## src/rtl/core/speech_end_detector_macros.svh

```systemverilog
// Assertion macros shared by the speech end detector RTL.
`ifndef SPEECH_END_DETECTOR_MACROS_SVH
`define SPEECH_END_DETECTOR_MACROS_SVH

// Same-cycle implication, checked on clk_i outside reset.
`define SED_ASSERT_IMP(label, ante, cons, msg) \
  label: assert property (@(posedge clk_i) disable iff (!rst_ni) (ante) |-> (cons)) \
    else $error(msg);

// Next-cycle implication, checked on clk_i outside reset.
`define SED_ASSERT_NXT(label, ante, cons, msg) \
  label: assert property (@(posedge clk_i) disable iff (!rst_ni) (ante) |=> (cons)) \
    else $error(msg);

`endif

```

## src/rtl/core/sed_pkg.sv

```systemverilog
// Types and constants of the speech end detector.
`timescale 1ns / 1ps

package sed_pkg;

  localparam int unsigned InDataW  = 16;
  localparam int unsigned OutDataW = 8;
  localparam int unsigned CfgDataW = 16;
  localparam int unsigned Channels = 8;

  localparam logic [7:0]  DefaultMask = 8'h0F;
  localparam logic [16:0] PctScale    = 17'd100;
  localparam logic [4:0]  DivSteps    = 5'd17;
  localparam logic        VadStatus   = 1'b0;

  localparam logic [9:0]  WindowReset = 10'd60;
  localparam logic [9:0]  IgnoreReset = 10'd60;
  localparam logic [6:0]  BreakReset  = 7'd30;
  localparam logic [15:0] MaxReset    = 16'd1000;

  typedef enum logic [1:0] {
    CFG_WINDOW = 2'd0,
    CFG_IGNORE = 2'd1,
    CFG_BREAK  = 2'd2,
    CFG_MAX    = 2'd3
  } cfg_idx_e;

  typedef enum logic [1:0] {
    MODE_IDLE   = 2'd0,
    MODE_IGNORE = 2'd1,
    MODE_BREAK  = 2'd2
  } mode_e;

  typedef enum logic [3:0] {
    S_IDLE = 4'b0001,
    S_DIV  = 4'b0010,
    S_CMP  = 4'b0100,
    S_EMIT = 4'b1000
  } state_e;

endpackage

```

## src/rtl/core/speech_end_detector.sv

```systemverilog
// Speech end detector: session, window and activity tracking with a serial percent divide.
`timescale 1ns / 1ps

// One input transfer is one 10 ms frame. A frame that closes no window is
// taken with only the counter update. A frame that closes an ignore or break
// window runs the activity percentage through a restoring divider that
// resolves one quotient bit per cycle, so the block stays busy through the
// counter update, 17 divide steps and the threshold decision. A frame that
// raises an end event also moves the event into the output register, and
// waits there while an earlier event is still not taken; the next frame may
// arrive while an event sits in the output register. There is no clearing
// pass after reset. Configuration writes are taken in any cycle and are
// meant to be issued while no frame is in flight.
module speech_end_detector (
  input  logic                           clk_i,
  input  logic                           rst_ni,
  // [0] has_vad, [8:1] vad_mask, [9] has_wake, [12:10] wake_channel,
  // [13] wake_first, [15:14] zero
  input  logic [sed_pkg::InDataW-1:0]    s_axis_tdata,
  input  logic                           s_axis_tvalid,
  output logic                           s_axis_tready,
  // [0] vad_status, [7:1] zero
  output logic [sed_pkg::OutDataW-1:0]   m_axis_tdata,
  output logic                           m_axis_tvalid,
  input  logic                           m_axis_tready,
  input  logic                           cfg_valid_i,
  output logic                           cfg_ready_o,
  input  logic [1:0]                     cfg_index_i,
  input  logic [sed_pkg::CfgDataW-1:0]   cfg_data_i
);

  import sed_pkg::*;

  `include "speech_end_detector_macros.svh"

  // Configuration registers
  logic [9:0]  window_frames_q;
  logic [9:0]  ignore_frames_q;
  logic [6:0]  break_percent_q;
  logic [15:0] max_frames_q;

  // Detector state
  state_e      state_q, state_d;
  mode_e       mode_q, mode_d;
  logic [2:0]  sel_q, sel_d;
  logic [9:0]  ac_q, ac_d;
  logic [9:0]  wc_q, wc_d;
  logic [15:0] sc_q, sc_d;
  logic [4:0]  step_q, step_d;
  logic        m_valid_q, m_valid_d;

  // Divider datapath
  logic [16:0] dq_q, dq_d;
  logic [9:0]  rem_q, rem_d;

  // Frame fields
  logic       f_has_vad, f_has_wake, f_first;
  logic [7:0] f_mask_raw, f_mask;
  logic [2:0] f_chan;
  logic       s_acc, m_acc;

  assign f_has_vad  = s_axis_tdata[0];
  assign f_mask_raw = s_axis_tdata[8:1];
  assign f_has_wake = s_axis_tdata[9];
  assign f_chan     = s_axis_tdata[12:10];
  assign f_first    = s_axis_tdata[13];
  assign f_mask     = f_has_vad ? f_mask_raw : DefaultMask;

  assign s_axis_tready = (state_q == S_IDLE);
  assign s_acc         = s_axis_tvalid && s_axis_tready;
  assign m_acc         = m_axis_tvalid && m_axis_tready;
  assign m_axis_tvalid = m_valid_q;
  assign m_axis_tdata  = {{(OutDataW-1){1'b0}}, VadStatus};
  assign cfg_ready_o   = 1'b1;

  // Frame update values
  logic        drop;
  mode_e       mode_n;
  logic [9:0]  ac_b, wc_b, ac_n, wc_n;
  logic [15:0] sc_b, sc_n;
  logic        chan_hit;
  logic [16:0] dividend;

  // One restoring divide step
  logic [10:0] r_shift, r_diff;
  logic        r_borrow;
  logic [16:0] pct;

  always_comb begin
    drop   = f_has_wake && !f_first;
    sel_d  = f_has_wake ? f_chan : sel_q;
    mode_n = (f_has_wake && f_first) ? MODE_IGNORE : mode_q;
    ac_b   = (f_has_wake && f_first) ? 10'd0 : ac_q;
    wc_b   = (f_has_wake && f_first) ? 10'd0 : wc_q;
    sc_b   = (f_has_wake && f_first) ? 16'd0 : sc_q;
    chan_hit = (32'(sel_d) < Channels) && f_mask[sel_d];
    wc_n   = wc_b + 10'd1;
    sc_n   = sc_b + 16'd1;
    ac_n   = chan_hit ? ac_b + 10'd1 : ac_b;
    dividend = 17'(ac_n) * PctScale;

    r_shift  = {rem_q, dq_q[16]};
    r_diff   = r_shift - {1'b0, wc_q};
    r_borrow = (r_shift < {1'b0, wc_q});
    pct      = (wc_q == 10'd0) ? 17'd0 : dq_q;
  end

  always_comb begin
    state_d   = state_q;
    mode_d    = mode_q;
    ac_d      = ac_q;
    wc_d      = wc_q;
    sc_d      = sc_q;
    step_d    = step_q;
    dq_d      = dq_q;
    rem_d     = rem_q;
    m_valid_d = m_valid_q && !m_acc;

    unique case (state_q)
      S_IDLE: begin
        if (s_acc && !drop) begin
          mode_d = mode_n;
          ac_d   = ac_b;
          wc_d   = wc_b;
          sc_d   = sc_b;
          if (mode_n != MODE_IDLE) begin
            ac_d = ac_n;
            wc_d = wc_n;
            sc_d = sc_n;
            priority if (sc_n >= max_frames_q) begin
              mode_d  = MODE_IDLE;
              state_d = S_EMIT;
            end else if ((mode_n == MODE_IGNORE && wc_n >= ignore_frames_q) ||
                         (mode_n == MODE_BREAK && wc_n >= window_frames_q)) begin
              // Load the divider with active*100 over the window length
              dq_d    = dividend;
              rem_d   = 10'd0;
              step_d  = 5'd0;
              state_d = S_DIV;
            end
          end
        end
      end
      S_DIV: begin
        rem_d  = r_borrow ? r_shift[9:0] : r_diff[9:0];
        dq_d   = {dq_q[15:0], !r_borrow};
        step_d = step_q + 5'd1;
        if (step_q == DivSteps - 5'd1) begin
          state_d = S_CMP;
        end
      end
      S_CMP: begin
        ac_d    = 10'd0;
        wc_d    = 10'd0;
        state_d = S_IDLE;
        if (mode_q == MODE_IGNORE) begin
          if (pct > {10'd0, break_percent_q}) begin
            mode_d = MODE_BREAK;
          end
        end else if (pct < {10'd0, break_percent_q}) begin
          mode_d  = MODE_IDLE;
          state_d = S_EMIT;
        end
      end
      S_EMIT: begin
        // Hold the event until the output register is free
        if (!m_valid_q || m_axis_tready) begin
          m_valid_d = 1'b1;
          state_d   = S_IDLE;
        end
      end
      default: state_d = S_IDLE;
    endcase
  end

  always_ff @(posedge clk_i or negedge rst_ni) begin
    if (!rst_ni) begin
      window_frames_q <= WindowReset;
      ignore_frames_q <= IgnoreReset;
      break_percent_q <= BreakReset;
      max_frames_q    <= MaxReset;
    end else if (cfg_valid_i && cfg_ready_o) begin
      unique case (cfg_idx_e'(cfg_index_i))
        CFG_WINDOW: window_frames_q <= cfg_data_i[9:0];
        CFG_IGNORE: ignore_frames_q <= cfg_data_i[9:0];
        CFG_BREAK:  break_percent_q <= cfg_data_i[6:0];
        CFG_MAX:    max_frames_q    <= cfg_data_i[15:0];
        default: ;
      endcase
    end
  end

  always_ff @(posedge clk_i or negedge rst_ni) begin
    if (!rst_ni) begin
      state_q   <= S_IDLE;
      mode_q    <= MODE_IDLE;
      sel_q     <= 3'd0;
      ac_q      <= 10'd0;
      wc_q      <= 10'd0;
      sc_q      <= 16'd0;
      step_q    <= 5'd0;
      m_valid_q <= 1'b0;
    end else begin
      state_q   <= state_d;
      mode_q    <= mode_d;
      if (s_acc) begin
        sel_q <= sel_d;
      end
      ac_q      <= ac_d;
      wc_q      <= wc_d;
      sc_q      <= sc_d;
      step_q    <= step_d;
      m_valid_q <= m_valid_d;
    end
  end

  always_ff @(posedge clk_i) begin
    dq_q  <= dq_d;
    rem_q <= rem_d;
  end

  `SED_ASSERT_IMP(a_step_bound, state_q == S_DIV, step_q < DivSteps, "divide step overrun")
  `SED_ASSERT_IMP(a_cmp_after_div, state_q == S_CMP, $past(state_q) == S_DIV,
                  "decision without divide")
  `SED_ASSERT_IMP(a_active_le_window, 1'b1, ac_q <= wc_q, "active count above window count")
  `SED_ASSERT_IMP(a_emit_disarmed, state_q == S_EMIT, mode_q == MODE_IDLE,
                  "end event while armed")
  `SED_ASSERT_IMP(a_rem_below_div, state_q == S_DIV && wc_q != 10'd0, rem_q < wc_q,
                  "remainder not below divisor")

endmodule

```

## config.mk

```make
export PLATFORM = sky130hd
export DESIGN_NAME = speech_end_detector
export DESIGN_NICKNAME = d
export VERILOG_FILES = /design/src/rtl/core/sed_pkg.sv /design/src/rtl/core/speech_end_detector.sv
export VERILOG_INCLUDE_DIRS = /design/src /design/src/rtl/core
export SDC_FILE = /design/constraint.sdc
export NUM_CORES = 1
export LEC_CHECK = 0
export BUFFER_PORTS_ARGS = -buffer_cell sky130_fd_sc_hd__buf_2
export CAP_MARGIN = 40
export CORE_MARGIN = 4
export CORE_UTILIZATION = 60
export DETAILED_ROUTE_END_ITERATION = 6
export PLACE_DENSITY_LB_ADDON = 0.1
export SYNTH_ARGS = -nofsm -noshare
export SYNTH_HDL_FRONTEND = slang
export SYNTH_SLANG_ARGS = --single-unit
export TNS_END_PERCENT = 100
```

## constraint.sdc

```tcl
create_clock -name clk_i -period 5.35 [get_ports clk_i]
set_input_delay 0.535 -clock clk_i [delete_from_list [all_inputs] [get_ports clk_i]]
set_output_delay 0.535 -clock clk_i [all_outputs]
set_load 0.03 [all_outputs]
```

## Word level (Yosys, flattened, before mapping)

Cells that the tools add are included.
Widths: inputs -> output; s select.

- Add/sub/neg operators: 5
- Multipliers: 1
- Order comparisons: 7
- Equality and inequality tests: 20
- Mux-type cells: 51
- Reduce and logical (&&, ||, !) cells: 29

Operators with widths:

| cell | number |
|---|---|
| $mux 10 | 12 |
| $mux 17 | 5 |
| $pmux 10 s2 | 3 |
| $pmux 17 s2 | 1 |
| $mux 16 | 2 |
| $mux 4 | 8 |
| $add 10x1->10 const B | 2 |
| $ge 10x10->1 | 2 |
| $mux 5 | 4 |
| $gt 17x7->1 | 1 |
| $lt 17x7->1 | 1 |
| $add 16x1->16 const B | 1 |
| $ge 16x16->1 | 1 |
| $pmux 4 s4 | 1 |
| $mul 10x5->15 const B | 1 |
| $mux 2 | 7 |
| $reduce_and 2->1 | 6 |
| $lt 11x10->1 | 1 |
| $logic_not 10->1 | 1 |
| $pmux 5 s2 | 1 |
| $reduce_and 5->1 | 2 |
| $sub 10x10->10 | 1 |
| $logic_and 1x1->1 | 8 |
| $mux 8 | 1 |
| 22 further kinds | 40 |

- Flip-flop bits (word level): 121
- Bits of input ports: 39
- Output and inout bits: 11
- Logic and storage cells: 127

## Depth between registers and ports, before layout

- Depth after elaboration: 11
- Gate-level depth with buffers: 22
- Gate-level depth less buffers: 20

## Least setup slack after synthesis

No wires, ideal clock.

- Path type: input port to flip-flop
- Start point: in s_axis_tdata[9] in the netlist's numbering
- End point: reg dq_q[0], enable pin
- Setup time: 0.427 ns
- Data arrival time: 5.401 ns
- Data required time: 4.923 ns
- Path slack: -0.478 ns
- Stages: 15
- Path buffers: 3
- Cell sequence: buf_4 -> nand2_1 -> clkbuf_1 -> clkbuf_1 -> and2_1 -> ha_1 -> nand3_1 -> nor4_1 -> xnor2_1 -> ha_1 -> a2111oi_0 -> o21ai_1 -> a221oi_1 -> o211ai_1 -> a22oi_1

- Word-level cells in the longest chain between the ends: 8
- Elaborated cells on any way between the ends: 23
- Classes of those cells: add/sub: 2; order compare: 3; eq/ne: 6; mux: 3; reduce/logical: 9

Ends and longest elaborated chain:

| element | line | text |
|---|---|---|
| start, declared | speech_end_detector.sv:19 | `input logic [sed_pkg::InDataW-1:0] s_axis_tdata,` |
| parallel branches: the longest is 7 deep, another holds $add 16x1->16 | -- |  |
| $reduce_and 5->1 (no line) * | -- |  |
| end signal, assigned | speech_end_detector.sv:218 | `dq_q <= dq_d;` |
| end, declared | speech_end_detector.sv:53 | `logic [16:0] dq_q, dq_d;` |

Mark *: on every way between the ends.
A chain may end at the register's enable or synchronous reset.

## Worst setup path after layout

- Start point: reg sel_q[0]
- End point: reg dq_q[16] (data pin)

- Word-level cells in the longest chain between the ends: 10

Ends and longest elaborated chain:

| element | line | text |
|---|---|---|
| start, declared | speech_end_detector.sv:45 | `logic [2:0] sel_q, sel_d;` |
| start signal, assigned | speech_end_detector.sv:207 | `sel_q <= sel_d;` |
| $mux 3 | speech_end_detector.sv:91 | `sel_d = f_has_wake ? f_chan : sel_q;` |
| $bmux 1 s3 | speech_end_detector.sv:96 | `chan_hit = (32'(sel_d) < Channels) && f_mask[sel_d];` |
| $mux 1 (not written as such) | speech_end_detector.sv:96 |  |
| $mux 10 | speech_end_detector.sv:99 | `ac_n = chan_hit ? ac_b + 10'd1 : ac_b;` |
| $mul 10x5->15 | speech_end_detector.sv:100 | `dividend = 17'(ac_n) * PctScale;` |
| $mux 17 | speech_end_detector.sv:133 | `end else if ((mode_n == MODE_IGNORE && wc_n >= ignore_frames_q) \|\|` |
| $mux 17 | speech_end_detector.sv:130 | `priority if (sc_n >= max_frames_q) begin` |
| $mux 17 | speech_end_detector.sv:126 | `if (mode_n != MODE_IDLE) begin` |
| $mux 17 | speech_end_detector.sv:121 | `if (s_acc && !drop) begin` |
| $pmux 17 s2 | speech_end_detector.sv:119 | `unique case (state_q)` |
| named net dq_d[16] | speech_end_detector.sv:53 |  |

The timed path passes the listed nets, and every way through them passes these cells. The select of a mux whose other input is x is not followed.

==> run metrics <==
share of cells above drive strength 1 0.150; setup ws final 0.321 ns; Root Buffer clkbuf_16; outcome finished clean; CTS tree done; Post-CTS Hold Buffers 0; Final HPWL DP 14.0 mm; R2R Setup Slk 0.32 ns; 1st-iter DRT viols 546; Fillers 1055; row count 43; number of I/O port buffers 38; critical path endpoint category flop; sequential element share of the synthesized area 0.378; Mapped Area 8430 um2; first-pass GRT wire length 32.8 mm; DR DRC count 0; cts repair resizes 0; final period utilization 0.940; pwr dens 320 nW/um2; CP Launch Type flop; commonest non-fill, non-tap cells in the layout 94 x nand2_1, 92 x ha_1, 76 x inv_1; Post-synth ARST share 0.777; Clock Skews 0.00934 ns; Clk Latency, worst-skew pair 0.42 ns; WHS 0.00978 ns; mean routed wirelength per cell 17.2 um; Clock transition at path regs 0.06 ns; Via density 5.92; Clock Path Buffers 2; Reg-to-Reg End dq_q[16]; Top FF cell, synth dfrtp_1; Post-synth EDFFs 27; 1st-pass router iterations 5; worst vdd ir 252 uV; final layout net count 1063; transition time of the tightest slew-check pin 0.859 ns; GRT Residual Overflow 0; Die X 127 um; FF/Latch Area 3190 um2; final core utilization 0.689; area of the die 16000 um2; reg2reg start sel_q[0]; Leakage 0.00448 uW; FMAX 199 MHz; Final ANT Viol Nets 0; I/O pins 50; antenna violations before repair 0; GPL Wtd Cong 0.901; Post-Place Setup Slack -0.0906 ns; commonest non-fill, non-tap cell in the layout nand2_1; die height 127 um; Synthesis Warnings 0; CTS H-tree lvls 4; worst r2r path cells 20; Min-Delay Path Class in -> async; Worst EP required 5.58 ns; Final Hold Viols 0; Routed WL 19.2 mm; FF+latch count, synth 121; fin. max-slew vios 0; Setup CP Type reg -> reg; crit path DAT 5.26 ns; Sinks on Clock Net 121; Syn Area/Cell 9.61 um2; cell count after synthesis 877; final setup violation count 0; initial core utilization 0.610; count of cell types in the netlist 75; min cycle time layout 5.03 ns; multi-input logic area 4840 um2; largest net degree at the start of global routing 42; area grow syn2layout 13.1%; CORE AREA 13800 um2; # Max-Cap Violations 0; vias in the first global route 6880; # diodes 0; Total GRT Usage 0.252; total number of vias 6625; largest fanout on the critical path 8; post-CTS setup buffer count 0; CTS buffer count 17; Max-Slew Margin vs Limit 0.426
-- report_power, final --
group | switching (uW) | internal (uW)
sequential | 70.9 | 1070
combinational | 421 | 327
clock | 423 | 747
-- worst max-delay path: stages (launching register included) --
cell and delay, ns:
dfrtp_1 0.42, mux2i_4 0.20, mux4_2 0.52, a21oi_1 0.20, a41oi_2 0.11, nand4_1 0.18, xor2_1 0.23, nor2_2 0.09
ha_1 0.31, ha_1 0.28, inv_1 0.05, fa_1 0.53, inv_1 0.04, ha_1 0.35, o21a_1 0.20, o31a_1 0.13
o31a_1 0.30, o211ai_1 0.17, a21boi_1 0.11, o21a_1 0.18, o31ai_1 0.24
-- per-layer routing --
metal  wire [um]  track usage  vias to the layer above
met4         322       0.0896                        0
met3         857       0.0518                       26
li1            -            -                     3214
met5           0            0                        -
met2        9500        0.424                      168
met1        8550        0.325                     3217
-- area by class of cell --
cell class | count | area share
multi-input combinational | 651 | 0.508
sequential | 121 | 0.334
clock buffer | 21 | 0.0516
timing repair buffer | 59 | 0.0406
inverter | 76 | 0.0299
tap | 180 | 0.0236
clock inverter | 11 | 0.0122
-- cells by family (layout without fill, tap and decap cells) --
kind of cell | Yosys count | count (layout) | synth area share
muxes | 46 | 46 | 0.0625
buffers and inverters | 112 | 167 | 0.0557
DFF | 121 | 121 | 0.378
adders and majority gates | 98 | 98 | 0.151
xor gates and xnor gates | 45 | 45 | 0.0468
other | 2 | 9 | 0.000891
and+or+nand+nor | 284 | 284 | 0.167
AOI/OAI and AO/OA | 169 | 169 | 0.139
-- per-stage QoR --
step | setup TNS [ns] | std cells | cell area, um2 | power [uW]
5_1_grt | -0.0326 | 1119 | 9530 | 3230
6_report | 0 | 1119 | 9530 | 3060
3_3_place_gp | 0 | 1084 | 8850 | 1830
3_5_place_dp | -0.141 | 1087 | 8900 | 1880
2_1_floorplan | 0 | 884 | 8460 | 1670
4_1_cts | 0 | 1119 | 9510 | 3070
-- synthesized netlist by cell type, drive strengths merged (20+ instances only) --
master  instances  share of area
xnor2          25          0.026
a21oi          23          0.014
ha             92           0.14
nor2           54          0.024
o31ai          23          0.020
xor2           20          0.021
edfxtp         27          0.096
inv            76          0.034
dfrtp          75           0.22
clkbuf         22         0.0098
mux2           40          0.053
o21ai          54          0.032
nand3          47          0.028
nand2          94          0.042
-- sequential cells by signal (all words and copies together) (netlist names), 4 cells and up --
name             cells
break_percent_q      7
ignore_frames_q     10
dq_q                17
ac_q                10
state_q              4
wc_q                10
window_frames_q     10
rem_q               10
sc_q                16
max_frames_q        16
step_q               5
-- worst max path at each step --
stage               end  slack [ns]  cells past startpoint       startpoint
2_1_floorplan   dq_q[0]        0.11                     15  s_axis_tdata[9]
3_3_place_gp   dq_q[16]        0.11                     20  s_axis_tdata[9]
3_5_place_dp   dq_q[16]       -0.09                     20  s_axis_tdata[9]
4_1_cts        dq_q[16]        0.18                     19         sel_q[0]
5_1_grt        dq_q[16]       -0.03                     20         sel_q[0]
6_report       dq_q[16]        0.32                     20         sel_q[0]
Note: power is estimated with default switching activity, not from simulation.
